===== src/design/rtps_pkg.sv =====
// Shared types, constants and the arctangent table of the rectangle trace sequencer.
package rtps_pkg;

  localparam int unsigned CordicSteps = 16;
  localparam int unsigned StepW = $clog2(CordicSteps + 1);
  localparam int unsigned XyW = 50;
  localparam int unsigned ZW = 32;
  localparam logic [10:0] AngleMax = 11'd1800;

  localparam logic [1:0] KindStart = 2'd0;
  localparam logic [1:0] KindStop = 2'd1;
  localparam logic [1:0] KindTick = 2'd2;

  localparam logic [1:0] StatOk = 2'd0;
  localparam logic [1:0] StatZero = 2'd1;
  localparam logic [1:0] StatRange = 2'd2;
  localparam logic [1:0] StatScan = 2'd3;

  typedef struct packed {
    logic [1:0]  kind;
    logic [15:0] rect_width;
    logic [15:0] rect_height;
    logic [10:0] pan_now;
    logic [10:0] tilt_now;
    logic        scan_active;
    logic        motion_busy;
  } in_item_t;

  typedef struct packed {
    logic [1:0]  status;
    logic        move_valid;
    logic [10:0] move_pan;
    logic [10:0] move_tilt;
    logic        stop_motion;
    logic        drawing_active;
    logic        finished;
  } out_item_t;

  typedef struct packed {
    logic load;
    logic sel_h;
    logic step;
  } dp_cmd_t;

  typedef struct packed {
    logic done;
    logic [10:0] angle;
  } dp_stat_t;

  function automatic logic [ZW-1:0] atan_lut(input logic [4:0] idx);
    logic [ZW-1:0] v;
    case (idx)
      5'd0: v = 32'd29491200;   5'd1: v = 32'd17409672;
      5'd2: v = 32'd9198793;    5'd3: v = 32'd4669451;
      5'd4: v = 32'd2343786;    5'd5: v = 32'd1173036;
      5'd6: v = 32'd586661;     5'd7: v = 32'd293348;
      5'd8: v = 32'd146676;     5'd9: v = 32'd73339;
      5'd10: v = 32'd36669;     5'd11: v = 32'd18335;
      5'd12: v = 32'd9167;      5'd13: v = 32'd4584;
      5'd14: v = 32'd2292;      5'd15: v = 32'd1146;
      5'd16: v = 32'd573;       5'd17: v = 32'd286;
      5'd18: v = 32'd143;       5'd19: v = 32'd72;
      5'd20: v = 32'd36;        5'd21: v = 32'd18;
      5'd22: v = 32'd9;         5'd23: v = 32'd4;
      default: v = '0;
    endcase
    return v;
  endfunction

endpackage


===== src/design/rtps_cordic.sv =====
// Shared CORDIC vectoring datapath: one rotation step per cycle, atan in tenths.
module rtps_cordic import rtps_pkg::*; (
  input  logic        clk_i,
  input  logic        rst_ni,
  input  dp_cmd_t     cmd_i,
  input  logic [15:0] width_i,
  input  logic [15:0] height_i,
  input  logic [7:0]  dist_i,
  output dp_stat_t    stat_o
);

  logic signed [XyW-1:0] x_q, x_d, y_q, y_d, xs, ys;
  logic signed [ZW-1:0]  z_q, z_d, zt;
  logic [StepW-1:0]      cnt_q, cnt_d;
  logic [15:0]           s;
  logic [ZW-1:0]         zr;

  assign s  = cmd_i.sel_h ? height_i : width_i;
  assign xs = x_q >>> cnt_q;
  assign ys = y_q >>> cnt_q;
  assign zt = $signed(atan_lut(5'(cnt_q)));

  always_comb begin
    x_d = x_q;
    y_d = y_q;
    z_d = z_q;
    cnt_d = cnt_q;
    if (cmd_i.load) begin
      x_d = $signed({18'd0, dist_i, 24'd0});
      y_d = $signed({10'd0, s, 24'd0});
      z_d = '0;
      cnt_d = '0;
    end else if (cmd_i.step && !stat_o.done) begin
      if (!y_q[XyW-1]) begin
        x_d = x_q + ys;
        y_d = y_q - xs;
        z_d = z_q + zt;
      end else begin
        x_d = x_q - ys;
        y_d = y_q + xs;
        z_d = z_q - zt;
      end
      cnt_d = cnt_q + 1'b1;
    end
  end

  always_ff @(posedge clk_i or negedge rst_ni) begin
    if (!rst_ni) begin
      cnt_q <= StepW'(CordicSteps);
    end else begin
      cnt_q <= cnt_d;
    end
  end

  always_ff @(posedge clk_i) begin
    x_q <= x_d;
    y_q <= y_d;
    z_q <= z_d;
  end

  assign zr = z_q[ZW-1] ? '0 : ZW'(z_q) + ZW'(32768);
  assign stat_o.done  = (cnt_q == StepW'(CordicSteps));
  assign stat_o.angle = zr[26:16];

endmodule


===== src/design/rtps_ctrl.sv =====
// Sequencer controller: item decode, corner state and CORDIC command.
module rtps_ctrl import rtps_pkg::*; (
  input  logic      clk_i,
  input  logic      rst_ni,
  input  logic      in_valid,
  output logic      in_ready,
  input  in_item_t  in_data_i,
  output logic      out_valid,
  input  logic      out_ready,
  output out_item_t out_data_o,
  input  logic [7:0] dist_i,
  output dp_cmd_t   cmd_o,
  input  dp_stat_t  stat_i,
  output logic      idle_o
);

  typedef enum logic [4:0] {
    StIdle = 5'b00001,
    StPan  = 5'b00010,
    StTilt = 5'b00100,
    StFin  = 5'b01000,
    StOut  = 5'b10000
  } state_e;

  state_e      st_q, st_d;
  in_item_t    it_q, it_d;
  out_item_t   res_q, res_d;
  logic [1:0]  phase_q, phase_d, edge_q, edge_d;
  logic [10:0] op_q, op_d, ot_q, ot_d, fp_q, fp_d, ft_q, ft_d;
  logic [11:0] fpan_q, fpan_d, sum;

  localparam logic [1:0] PhIdle = 2'd0, PhStart = 2'd1, PhEdge = 2'd2;

  assign in_ready   = (st_q == StIdle);
  assign out_valid  = (st_q == StOut);
  assign out_data_o = res_q;
  assign idle_o     = (st_q == StIdle);
  assign sum = {1'b0, (st_q == StPan) ? it_q.pan_now : it_q.tilt_now} + {1'b0, stat_i.angle};

  always_comb begin
    st_d = st_q; it_d = it_q; res_d = res_q; phase_d = phase_q; edge_d = edge_q;
    op_d = op_q; ot_d = ot_q; fp_d = fp_q; ft_d = ft_q; fpan_d = fpan_q;
    cmd_o = '0;
    cmd_o.sel_h = (st_q == StPan);
    unique case (st_q)
      StIdle: begin
        if (in_valid) begin
          it_d = in_data_i;
          res_d = '0;
          if (in_data_i.kind == KindStart) begin
            if (in_data_i.rect_width == '0 || in_data_i.rect_height == '0) begin
              res_d.status = StatZero; st_d = StFin;
            end else if (in_data_i.scan_active) begin
              res_d.status = StatScan; st_d = StFin;
            end else if (dist_i == '0) begin
              res_d.status = StatRange; st_d = StFin;
            end else begin
              cmd_o.load = 1'b1; cmd_o.sel_h = 1'b0; st_d = StPan;
            end
          end else if (in_data_i.kind == KindStop) begin
            res_d.stop_motion = 1'b1; phase_d = PhIdle; st_d = StFin;
          end else begin
            if (in_data_i.kind == KindTick && !in_data_i.motion_busy) begin
              if (phase_q == PhStart) begin
                phase_d = PhEdge; edge_d = '0; res_d.move_valid = 1'b1;
                res_d.move_pan = fp_q; res_d.move_tilt = ot_q;
              end else if (phase_q == PhEdge) begin
                if (edge_q != 2'd3) begin
                  edge_d = edge_q + 1'b1; res_d.move_valid = 1'b1;
                  case (edge_q)
                    2'd0: begin res_d.move_pan = fp_q; res_d.move_tilt = ft_q; end
                    2'd1: begin res_d.move_pan = op_q; res_d.move_tilt = ft_q; end
                    default: begin res_d.move_pan = op_q; res_d.move_tilt = ot_q; end
                  endcase
                end else begin
                  phase_d = PhIdle; res_d.finished = 1'b1;
                end
              end
            end
            st_d = StFin;
          end
        end
      end
      StPan: begin
        cmd_o.step = 1'b1;
        if (stat_i.done) begin
          fpan_d = sum;
          cmd_o.step = 1'b0; cmd_o.load = 1'b1; cmd_o.sel_h = 1'b1;
          st_d = StTilt;
        end
      end
      StTilt: begin
        cmd_o.step = 1'b1;
        if (stat_i.done) begin
          cmd_o.step = 1'b0;
          if (fpan_q > {1'b0, AngleMax} || sum > {1'b0, AngleMax}) begin
            res_d.status = StatRange;
          end else begin
            op_d = it_q.pan_now; ot_d = it_q.tilt_now;
            fp_d = fpan_q[10:0]; ft_d = sum[10:0];
            phase_d = PhStart; edge_d = '0;
            res_d.move_valid = 1'b1;
            res_d.move_pan = it_q.pan_now; res_d.move_tilt = it_q.tilt_now;
          end
          st_d = StFin;
        end
      end
      StFin: begin
        res_d.drawing_active = (phase_q != PhIdle);
        st_d = StOut;
      end
      StOut: begin
        if (out_ready) st_d = StIdle;
      end
      default: st_d = StIdle;
    endcase
  end

  always_ff @(posedge clk_i or negedge rst_ni) begin
    if (!rst_ni) begin
      st_q <= StIdle; phase_q <= PhIdle; edge_q <= '0;
      op_q <= '0; ot_q <= '0; fp_q <= '0; ft_q <= '0;
    end else begin
      st_q <= st_d; phase_q <= phase_d; edge_q <= edge_d;
      op_q <= op_d; ot_q <= ot_d; fp_q <= fp_d; ft_q <= ft_d;
    end
  end

  always_ff @(posedge clk_i) begin
    it_q <= it_d; res_q <= res_d; fpan_q <= fpan_d;
  end

endmodule


===== src/design/rectangle_trace_pan_tilt_sequencer_unit.sv =====
// Top level of the rectangle trace pan-tilt sequencer.
// Stop, tick and rejected start beats go from idle through the finish state to the
// result beat; a start that passes its checks first runs the one shared CORDIC unit
// for pan, then for tilt. One beat in flight; the next input beat is taken the
// cycle after the result beat leaves.
// Reset: asynchronous active low; phase idle, corners zero, distance 100 cm.
module rectangle_trace_pan_tilt_sequencer_unit import rtps_pkg::*; (
  input  logic      clk_i,
  input  logic      rst_ni,
  input  logic      in_valid,
  output logic      in_ready,
  input  in_item_t  in_data_i,
  output logic      out_valid,
  input  logic      out_ready,
  output out_item_t out_data_o,
  input  logic      cfg_valid,
  output logic      cfg_ready,
  input  logic [7:0] cfg_data_i
);

  logic [7:0] dist_q;
  dp_cmd_t    cmd;
  dp_stat_t   stat;
  logic       idle;
  logic [15:0] h_q;
  logic [15:0] u_ctrl_h;

  assign cfg_ready = 1'b1;

  always_ff @(posedge clk_i or negedge rst_ni) begin
    if (!rst_ni) begin
      dist_q <= 8'd100;
    end else if (cfg_valid) begin
      dist_q <= cfg_data_i;
    end
  end

  rtps_ctrl u_ctrl (
    .clk_i, .rst_ni, .in_valid, .in_ready, .in_data_i, .out_valid, .out_ready,
    .out_data_o, .dist_i(dist_q), .cmd_o(cmd), .stat_i(stat), .idle_o(idle)
  );

  rtps_cordic u_cordic (
    .clk_i, .rst_ni, .cmd_i(cmd), .width_i(in_ready ? in_data_i.rect_width : '0),
    .height_i(u_ctrl_h), .dist_i(dist_q), .stat_o(stat)
  );

  always_ff @(posedge clk_i) begin
    if (in_valid && in_ready) h_q <= in_data_i.rect_height;
  end
  assign u_ctrl_h = h_q;

  a_no_cross: assert property (@(posedge clk_i) disable iff (!rst_ni)
    !(in_ready && out_valid)) else $error("input and output both open");
  a_load_idle: assert property (@(posedge clk_i) disable iff (!rst_ni)
    cmd.load && !cmd.sel_h |-> idle) else $error("load outside idle");
  a_out_mv: assert property (@(posedge clk_i) disable iff (!rst_ni)
    out_valid && !out_data_o.move_valid |-> out_data_o.move_pan == '0)
    else $error("move fields not cleared");

endmodule


===== config.mk =====
export PLATFORM = sky130hd
export DESIGN_NAME = rectangle_trace_pan_tilt_sequencer_unit
export DESIGN_NICKNAME = d
export VERILOG_FILES = /design/src/design/rtps_pkg.sv /design/src/design/rtps_cordic.sv /design/src/design/rtps_ctrl.sv /design/src/design/rectangle_trace_pan_tilt_sequencer_unit.sv
export SDC_FILE = /design/constraint.sdc
export NUM_CORES = 1
export LEC_CHECK = 0
export BUFFER_PORTS_ARGS = -buffer_cell sky130_fd_sc_hd__buf_2
export CAP_MARGIN = 25
export CORE_ASPECT_RATIO = 1.1
export CORE_MARGIN = 2
export CORE_UTILIZATION = 40
export CTS_BUF_LIST = sky130_fd_sc_hd__clkbuf_8
export DETAILED_ROUTE_END_ITERATION = 6
export PLACE_DENSITY = 0.63
export SLEW_MARGIN = 20
export SYNTH_ARGS = -nofsm -noshare
export SYNTH_HDL_FRONTEND = slang
export SYNTH_SLANG_ARGS = --single-unit
export TNS_END_PERCENT = 1

===== constraint.sdc =====
create_clock -name clk_i -period 9.44 [get_ports clk_i]
set_input_delay 1.888 -clock clk_i [delete_from_list [all_inputs] [get_ports clk_i]]
set_output_delay 1.888 -clock clk_i [all_outputs]
set_load 0.02 [all_outputs]

Word level (Yosys, flattened, before mapping)
Memories as Yosys holds them, arrays and structs flattened. Index checks and enable logic that the tools add are counted.

Logic and storage cells: 170. Memories: 1. Flip-flop bits (word level): 276. Input port bits: 71. Output and inout port bits: 31. Bits in writable memories: 0. Bits in latches: 0. ROM bits: 800.

Shift-type cells: 2. Add/subtract/negate cells: 10. Bitwise logic cells: 3. Multiply operators: 0. Reduce and logical (&&, ||, !) cells: 26. Muxes and demuxes: 75. Divide/modulo/power cells: 0. $lt $le $gt $ge: 2. Eq/ne operators: 26.

Memories: (name not given) (depth 32, width 25, read ports 1, clocked after memory_dff 0, write ports 0, line rtps_pkg.sv:52) `case (idx)`.

Operators with widths (count): 23-bit 2-to-1 mux (6); 50-bit adder (2); 50-bit 2-to-1 mux (2); 50-bit by 5-bit >>> shifter with 50-bit output (2); 50-bit subtractor (2); 32-bit 2-to-1 mux (3); 40-bit 2-to-1 mux (2); 2-bit 2-to-1 mux (28); 25-bit case mux with 2 select lines (1); 5-bit 2-to-1 mux (9); 22-bit case mux with 2 select lines (1); 32-bit adder (1); 16-bit zero test (2); 16-bit 2-to-1 mux (2); 32-bit subtractor (1); 28-bit 2-to-1 mux (1); 27-bit by 16-bit adder with 27-bit output (second input constant) (1); 27-bit 2-to-1 mux (1); 25-bit 2-to-1 mux (1); 5-bit case mux with 5 select lines (1); 12-bit by 11-bit > comparator with 1-bit output (second input constant) (2); 24-bit 2-to-1 mux (1); 11-bit by 11-bit adder with 12-bit output (1); 2-bit case mux with 2 select lines (3); other kinds (32) (68).

Longest topological paths before layout
Gate-level depths: netlist of the first run.

Word-level depth: 10. Mapped depth: 35.

Hierarchy
From an unflattened synthesis of the first run, not the netlist that was laid out.

Cell total of the unflattened synthesis: 3562. Area, all modules: 30491.7 µm².

By module, submodules not included: rtps_cordic (cells an instance 3028, times used 1, area each 23840.4 µm²); rtps_ctrl (cells an instance 481, times used 1, area each 5713.0 µm²); rectangle_trace_pan_tilt_sequencer_unit (cells an instance 53, times used 1, area each 938.4 µm²).

Least setup slack after synthesis of the first run
Ideal clock, no wire load.

Path type: flip-flop to flip-flop. Start: reg u_cordic.cnt_q[1]. End: reg u_cordic.x_q[49]. Setup time: 0.131 ns. Path slack: 2.941 ns. Arrival time: 6.368 ns. Cell stages (with the launch flop): 35. Path buffers: 11. Cells stage by stage: dfrtp_1 > buf_6 > buf_12 > buf_12 > buf_8 > buf_8 > buf_6 > buf_6 > buf_6 > mux4_2 > a32oi_1 > o21ai_0 > nor3_1 > ha_1 > inv_1 > nor3_1 > and3_1 > buf_2 > nand2_1 > or2_1 > clkbuf_1 > mux2i_1 > o21ai_0 > ha_1 > clkbuf_1 > a21oi_1 > nor2b_1 > o21a_1 > o311ai_0 > nand2b_1 > a2111oi_0 > o31ai_1 > xnor2_1 > o211ai_1 > o31ai_1.

Word-level cells in the longest chain between the ends: 4.

RTL lines: from (decl) (line rtps_cordic.sv:14) `logic [StepW-1:0] cnt_q, cnt_d;`; from (signal assigned) (line rtps_cordic.sv:49) `cnt_q <= StepW'(CordicSteps);`; from (signal assigned) (line rtps_cordic.sv:51) `cnt_q <= cnt_d;`; branches (longest 4 deep; another with 50-bit adder); to (signal assigned) (line rtps_cordic.sv:56) `x_q <= x_d;`; to (decl) (line rtps_cordic.sv:12) `logic signed [XyW-1:0] x_q, x_d, y_q, y_d, xs, ys;`.

Several ways; the timed one is not identified. A chain may end at the register's enable or synchronous reset.

Worst setup path in the final report of the first run
Start: reg u_cordic.cnt_q[1]. End: reg u_cordic.x_q[43].

Same word-level chain as after synthesis.

==> results of run 1 <==
==> worst register-to-register path: cells and delay by family, from the launching register on <==
family	cells	cell delay, ns
mux	2	1.22
flops	1	0.94
simple gates	6	2.29
xor+xnor	2	0.33
fa+ha+maj	2	0.67
buf+inv	2	0.27
compound gates	8	2.19
==> kinds of logic after synthesis <==
logic type               Yosys count  share of synthesized area
XOR/XNOR                         229                     0.0688
buffers and inverters            302                     0.0499
other                              1                   0.000129
AO/OA/AOI/OAI                   1006                      0.221
flip-flops                       276                      0.236
adder cells (fa/ha/maj)          166                     0.0722
AND/OR/NAND/NOR                  999                      0.162
multiplexers                     368                      0.190
==> worst max-delay path by stage <==
stage / end / startpoint / slack [ns] / depth (start not counted)
2_1_floorplan: u_cordic.x_q[49] / u_cordic.cnt_q[1] / 2.94 / 34
3_3_place_gp: u_cordic.x_q[43] / u_cordic.cnt_q[1] / 1.51 / 22
3_5_place_dp: u_cordic.x_q[43] / u_cordic.cnt_q[1] / 1.33 / 22
4_1_cts: u_cordic.x_q[43] / u_cordic.cnt_q[1] / 1.23 / 22
5_1_grt: u_cordic.x_q[43] / u_cordic.cnt_q[1] / 0.75 / 22
6_report: u_cordic.x_q[43] / u_cordic.cnt_q[1] / 1.34 / 22
==> flip-flops by register name, summed over array words and instances, names as in the netlist, 8 cells and up <==
signal and cells:
u_cordic.z_q 32, dist_q 8, u_ctrl.fpan_q 12, u_ctrl.out_data_o 28, u_ctrl.it_q 22, u_cordic.x_q 50, u_ctrl.fp_q 11, u_ctrl.op_q 11
u_ctrl.ot_q 11, u_ctrl.ft_q 11, h_q 16, u_cordic.y_q 50
==> final cells by class <==
class	instances	share of cell area
multi-input combinational	2769	0.669
sequential	276	0.221
tap	945	0.0378
timing repair buffer	148	0.0297
clock buffer	62	0.0273
inverter	76	0.00913
clock inverter	38	0.00613
antenna	1	0.0000801
==> through the flow <==
stage	utilization	setup slack, ns	std cells	instance area [um2]
floorplan	-	2.94	3347	29200
global placement	0.418	1.51	4212	30100
detailed placement	0.418	1.33	4212	30100
CTS	0.433	1.23	4312	31200
global route	0.434	0.745	4315	31200
finish	0.434	1.34	4315	31200
==> layer usage <==
metal / vias up / wire length (um) / part of all wire / track usage
met2: 1213 / 46400 / 0.46 / 0.423
met3: 312 / 7400 / 0.074 / 0.0447
li1: 12620 / - / - / -
met5: - / 0 / 0 / 0
met1: 12971 / 40300 / 0.40 / 0.329
met4: 0 / 6520 / 0.065 / 0.149
==> Yosys cell counts (all sizes together), types with 24 or more instances <==
library cell    n  area share
nand2         321       0.041
nor3           59       0.011
o21a           33      0.0085
o21bai         24      0.0062
o22ai          54       0.012
and3           27      0.0058
clkbuf        121       0.016
and2           25      0.0054
a211oi         31      0.0082
xor2          104       0.031
dfrtp          61       0.052
a21o           83       0.021
dfxtp         108       0.074
nor2          249       0.032
nand3         114       0.020
a22oi          42       0.011
edfxtp        102        0.11
mux2i         128       0.044
nand2b         36      0.0077
o21ai         258       0.044
nor2b          34      0.0073
nand4          37      0.0079
a21oi         239       0.041
ha            162       0.070
mux4          134        0.11
buf           105       0.024
xnor2         125       0.038
mux2          106       0.041
inv            74      0.0095
a31oi          51       0.011
==> summary.md, run 1 <==
| Metric | Value |
|---|---|
| DRC violations left | 19 |
| Worst-path clk slew | 0.06 ns |
| Reg2reg end | u_cordic.x_q[43] |
| Detailed Route Iter0 Violations | 2696 |
| Die width | 261 um |
| Post-synth EDFFs | 102 |
| Worst EP required | 10.00 ns |
| Hold EP | u_cordic.z_q[11] |
| Detail Route Antenna Nets | 0 |
| Initial Util | 0.405 |
| Post-Synthesis Cells | 3347 |
| Root buffer cell | clkbuf_8 |
| CORE AREA | 0.0720 mm2 |
| Final nets | 3561 |
| Post-CTS Hold Buffers | 0 |
| Register area | 0.00691 mm2 |
| Slew headroom | 0.262 |
| Post-route clock period utilization | 0.858 |
| Cell variety after synth | 102 |
| All-Layer GR Usage | 0.262 |
| Sink Count | 276 |
| Post-Syn Area | 0.0292 mm2 |
| Bufs and invs on worst path | 2 |
| Num CTS Buffers | 53 |
| Seq cells post-synth | 276 |
| Fmax | 123 MHz |
| Avg WL per Cell | 23.3 um |
| Vias per cell | 6.28 |
| Number of setup buffers added after CTS | 0 |
| Status | complete, but fails checks |
| Setup Crit Path Kind | flip-flop to flip-flop |
| Unrepaired setup endpoints after global routing | no |
| TNS Setup | 0 ns |
| Crit-path max FO | 55 |
| Setup violators final | 0 |
| Footprint of the multi-input gates | 0.0209 mm2 |
| PostCTS Resize Cnt | 0 |
| Top FF cell, synth | dfxtp_1 |
| Vias in the first global route | 25540 |
| Tmin final | 8.10 ns |
| Avg Cell Area, Syn | 8.71 um2 |
| First-pass DRT Iterations | 7 |
| Yosys warns | 0 |
| Final hold slack | 0.457 ns |
| Synth-to-Final Area Change | 7.12% |
| Maximum clock path buffer count | 3 |
| Commonest non-fill, non-tap cell in the layout | nand2_1 |
| Internal reg-to-reg setup slack | 1.34 ns |
| Failing checks | design-rule violations |
| Vias | 27116 |
| Max-cap violations | 0 |
| Layout cells sized above 1 | 0.153 |
| First-pass GRT wire length | 153000 um |
| Post-Syn Nets | 3584 |
| Die area | 0.0751 mm2 |
| Clock latency at the later pin of the worst-skew pair | 0.73 ns |
| Port Buffers | 100 |
| Ports | 102 |
| Final HPWL DP | 75100 um |
| Slew Limit Fails | 0 |
| Hold Path Class | flip-flop to flip-flop |
| CP top delay family | simple AND/OR/NAND/NOR gates |
| CTS tree | done |
| WHS Path Cells | 2 |
| Sequential-to-total area share from yosys stat | 0.236 |
| Worst Reg2Reg Path Length in Cells | 22 |
| Crit. End Element | flip-flop |
| GP Congestion | 1.01 |
| Largest net degree at the start of global routing | 112 |
| Crit-path max cell delay | 0.94 ns |
| Worst-margin pin slew | 1.11 ns |
| Signal arrival time at the worst endpoint | 8.65 ns |
| Num rows | 103 |
| Final Hold Fails | 0 |
| Initial antenna violation count | 1 |
| Global route total overflow | 0 |
| H-Tree Depth | 2 |
| Async SR Flop Fraction | 0.239 |
| Hold_sp | u_cordic.z_q[11] |
| Most frequent cells in the layout | 321 x nand2_1, 255 x o21ai_0, 247 x nor2_1, 239 x a21oi_1, 162 x ha_1 |
| Die Y | 287 um |
| Worst Setup Start Kind | flip-flop |
| Slowest CP cell | dfrtp_4 |
| Worst-path cell chain | mux4_1 > mux2i_1 > o21ai_0 > nor3_1 > ha_1 > inv_1 > nor3_1 > inv_1 > nor3_1 > a21oi_1 > xor2_1 > ha_1 > a21oi_1 > o21ai_0 > or3_1 > a211oi_1 > o41ai_1 > a2111oi_1 > nor2_1 > nor2_1 > xor2_1 > o21ai_0 |
| Filler Cell Count | 7094 |
| Routed WL | 101000 um |
| Setup Skew | 0.0663 ns |
| Reg2reg start | u_cordic.cnt_q[1] |
Power of run 1 is left out: the tool's default activity adds up to more than one toggle a clock period on the data nets, which glitch-free logic cannot reach.
==> inputs of run 2 (changes only) <==
--- a/config.mk
+++ b/config.mk
@@ -8,7 +8,7 @@
 export BUFFER_PORTS_ARGS = -buffer_cell sky130_fd_sc_hd__buf_2
 export CAP_MARGIN = 25
 export CORE_ASPECT_RATIO = 1.1
-export CORE_MARGIN = 2
+export CORE_MARGIN = 4
 export CORE_UTILIZATION = 40
 export CTS_BUF_LIST = sky130_fd_sc_hd__clkbuf_8
 export DETAILED_ROUTE_END_ITERATION = 6
==> run 2 against run 1 <==
  * The run still ends with design-rule violations left
  * First-iteration DRC count increased by 5.7%
  * Clock skew fell by 0.017 ns
  * Critical endpoint is now u_cordic.x_q[49]
  * Sequential share of layout area decreased by 0.091 points
  * Critical path type unchanged
  * Critical path depth is 1 higher
  * Wire length up 1.2%
  * Highest routed layer unchanged
  * Flip-flop and latch count did not move
==> summary.md, run 2 (same netlist as run 1, synthesis figures left out) <==
| Metric | Value |
|---|---|
| Unrepaired setup endpoints after global routing | no |
| Vias in the first global route | 25857 |
| Layout cells sized above 1 | 0.156 |
| Post-CTS Hold Buffers | 0 |
| Largest net degree at the start of global routing | 98 |
| GP Congestion | 1.05 |
| Num CTS Buffers | 52 |
| Placed Cells | 4216 |
| All-Layer GR Usage | 0.253 |
| Status | complete, but fails checks |
| WHS Path Cells | 2 |
| Worst Setup Start Kind | flip-flop |
| First-pass DRT Iterations | 7 |
| Detailed Route Iter0 Violations | 2849 |
| Setup Skew | 0.0496 ns |
| Vias | 27261 |
| Port Buffers | 100 |
| Crit-path max FO | 55 |
| CTS tree | done |
| Sink Count | 276 |
| Routed WL | 102000 um |
| Worst-margin pin slew | 1.16 ns |
| Post-route clock period utilization | 0.847 |
| Crit. End Element | flip-flop |
| DRC violations left | 3 |
| Fmax | 125 MHz |
| Num rows | 103 |
| Die width | 265 um |
| Root buffer cell | clkbuf_8 |
| Final HPWL DP | 75900 um |
| Core Util, Final | 0.435 |
| Die Y | 291 um |
| Number of setup buffers added after CTS | 0 |
| CORE AREA | 0.0720 mm2 |
| Maximum clock path buffer count | 3 |
| Setup violators final | 0 |
| Slew Limit Fails | 0 |
| Worst-path clk slew | 0.07 ns |
| Commonest non-fill, non-tap cell in the layout | nand2_1 |
| Most frequent cells in the layout | 321 x nand2_1, 255 x o21ai_0, 245 x nor2_1, 239 x a21oi_1, 162 x ha_1 |
| Avg WL per Cell | 23.6 um |
| Worst Reg2Reg Path Length in Cells | 23 |
| Tmin final | 7.99 ns |
| H-Tree Depth | 2 |
| Initial antenna violation count | 4 |
| Clock latency at the later pin of the worst-skew pair | 0.68 ns |
| Final nets | 3564 |
| Synth-to-Final Area Change | 7.56% |
| Ports | 102 |
| PostCTS Resize Cnt | 0 |
| Hold Path Class | flip-flop to flip-flop |
| Vias per cell | 6.31 |
| Leading registers by flop count | u_cordic.x_q: 50 flops, u_cordic.y_q: 50 flops, u_cordic.z_q: 32 flops |
| Setup Crit Path Kind | flip-flop to flip-flop |
| Fin worst setup slack | 1.45 ns |
| TNS Setup | 0 ns |
| Worst EP required | 9.93 ns |
| Global route total overflow | 0 |
| Detail Route Antenna Nets | 0 |
| Signal arrival time at the worst endpoint | 8.49 ns |
| Max-cap violations | 0 |
| Slew headroom | 0.225 |
| Failing checks | design-rule violations |
| Non-Filler Instances | 4317 |
| Die area | 0.0773 mm2 |
| First-pass GRT wire length | 155000 um |
| Initial Util | 0.405 |
| Final Hold Fails | 0 |
| Post-Place Setup Slack | 1.43 ns |
[run 2: worst max-delay path, cell delays in order, from the launching register on]
cell and delay [ns]:
dfrtp_4 0.96, mux4_1 0.70, mux2i_1 0.47, o21ai_0 0.17
nor3_1 0.55, ha_1 0.31, inv_1 0.07, nor3_1 0.76
and3_1 0.44, nand2_1 0.10, or2_1 0.32, mux2i_1 0.15
o21ai_0 0.19, ha_1 0.35, a21oi_1 0.28, nor2b_1 0.08
o21a_1 0.18, o311ai_0 0.31, nand2b_1 0.12, a2111oi_0 0.61
o31ai_1 0.19, xnor2_1 0.17, o211ai_1 0.17, o31ai_1 0.10
[run 2: metal layers]
layer / GRT usage / share of wire
met2: 0.416 / 0.47
met1: 0.322 / 0.40
met3: 0.0363 / 0.069
met5: 0 / 0
met4: 0.133 / 0.062
[run 2: final cells by class]
cell class,instances,area (um2)
antenna,2,5.00
sequential,276,6910
timing repair buffer,152,931
inverter,76,285
multi-input combinational,2769,20900
tap,945,1180
clock inverter,33,283
clock buffer,64,881
fill,7151,40700
[run 2: metrics by stage]
step	instance area, um2	hold WS (ns)
CTS	31300	0.461
finish	31400	0.461
floorplan	29200	0.432
global placement	30200	0.442
detailed placement	30200	0.453
global route	31400	0.477
[run 2: worst paths after layout]
path | from | to | slack [ns]
setup / recovery | u_cordic.cnt_q[1] | u_cordic.x_q[49] | 1.45
hold reg to reg | u_cordic.z_q[11] | u_cordic.z_q[11] | 0.46
max in group asynchronous | rst_ni | u_cordic.cnt_q[3] | 7.37
hold / removal | u_cordic.z_q[11] | u_cordic.z_q[11] | 0.46
setup reg to reg | u_cordic.cnt_q[1] | u_cordic.x_q[49] | 1.45
min in group asynchronous | rst_ni | u_ctrl.ot_q[8] | 1.35
Power of run 2 is left out for the same reason.
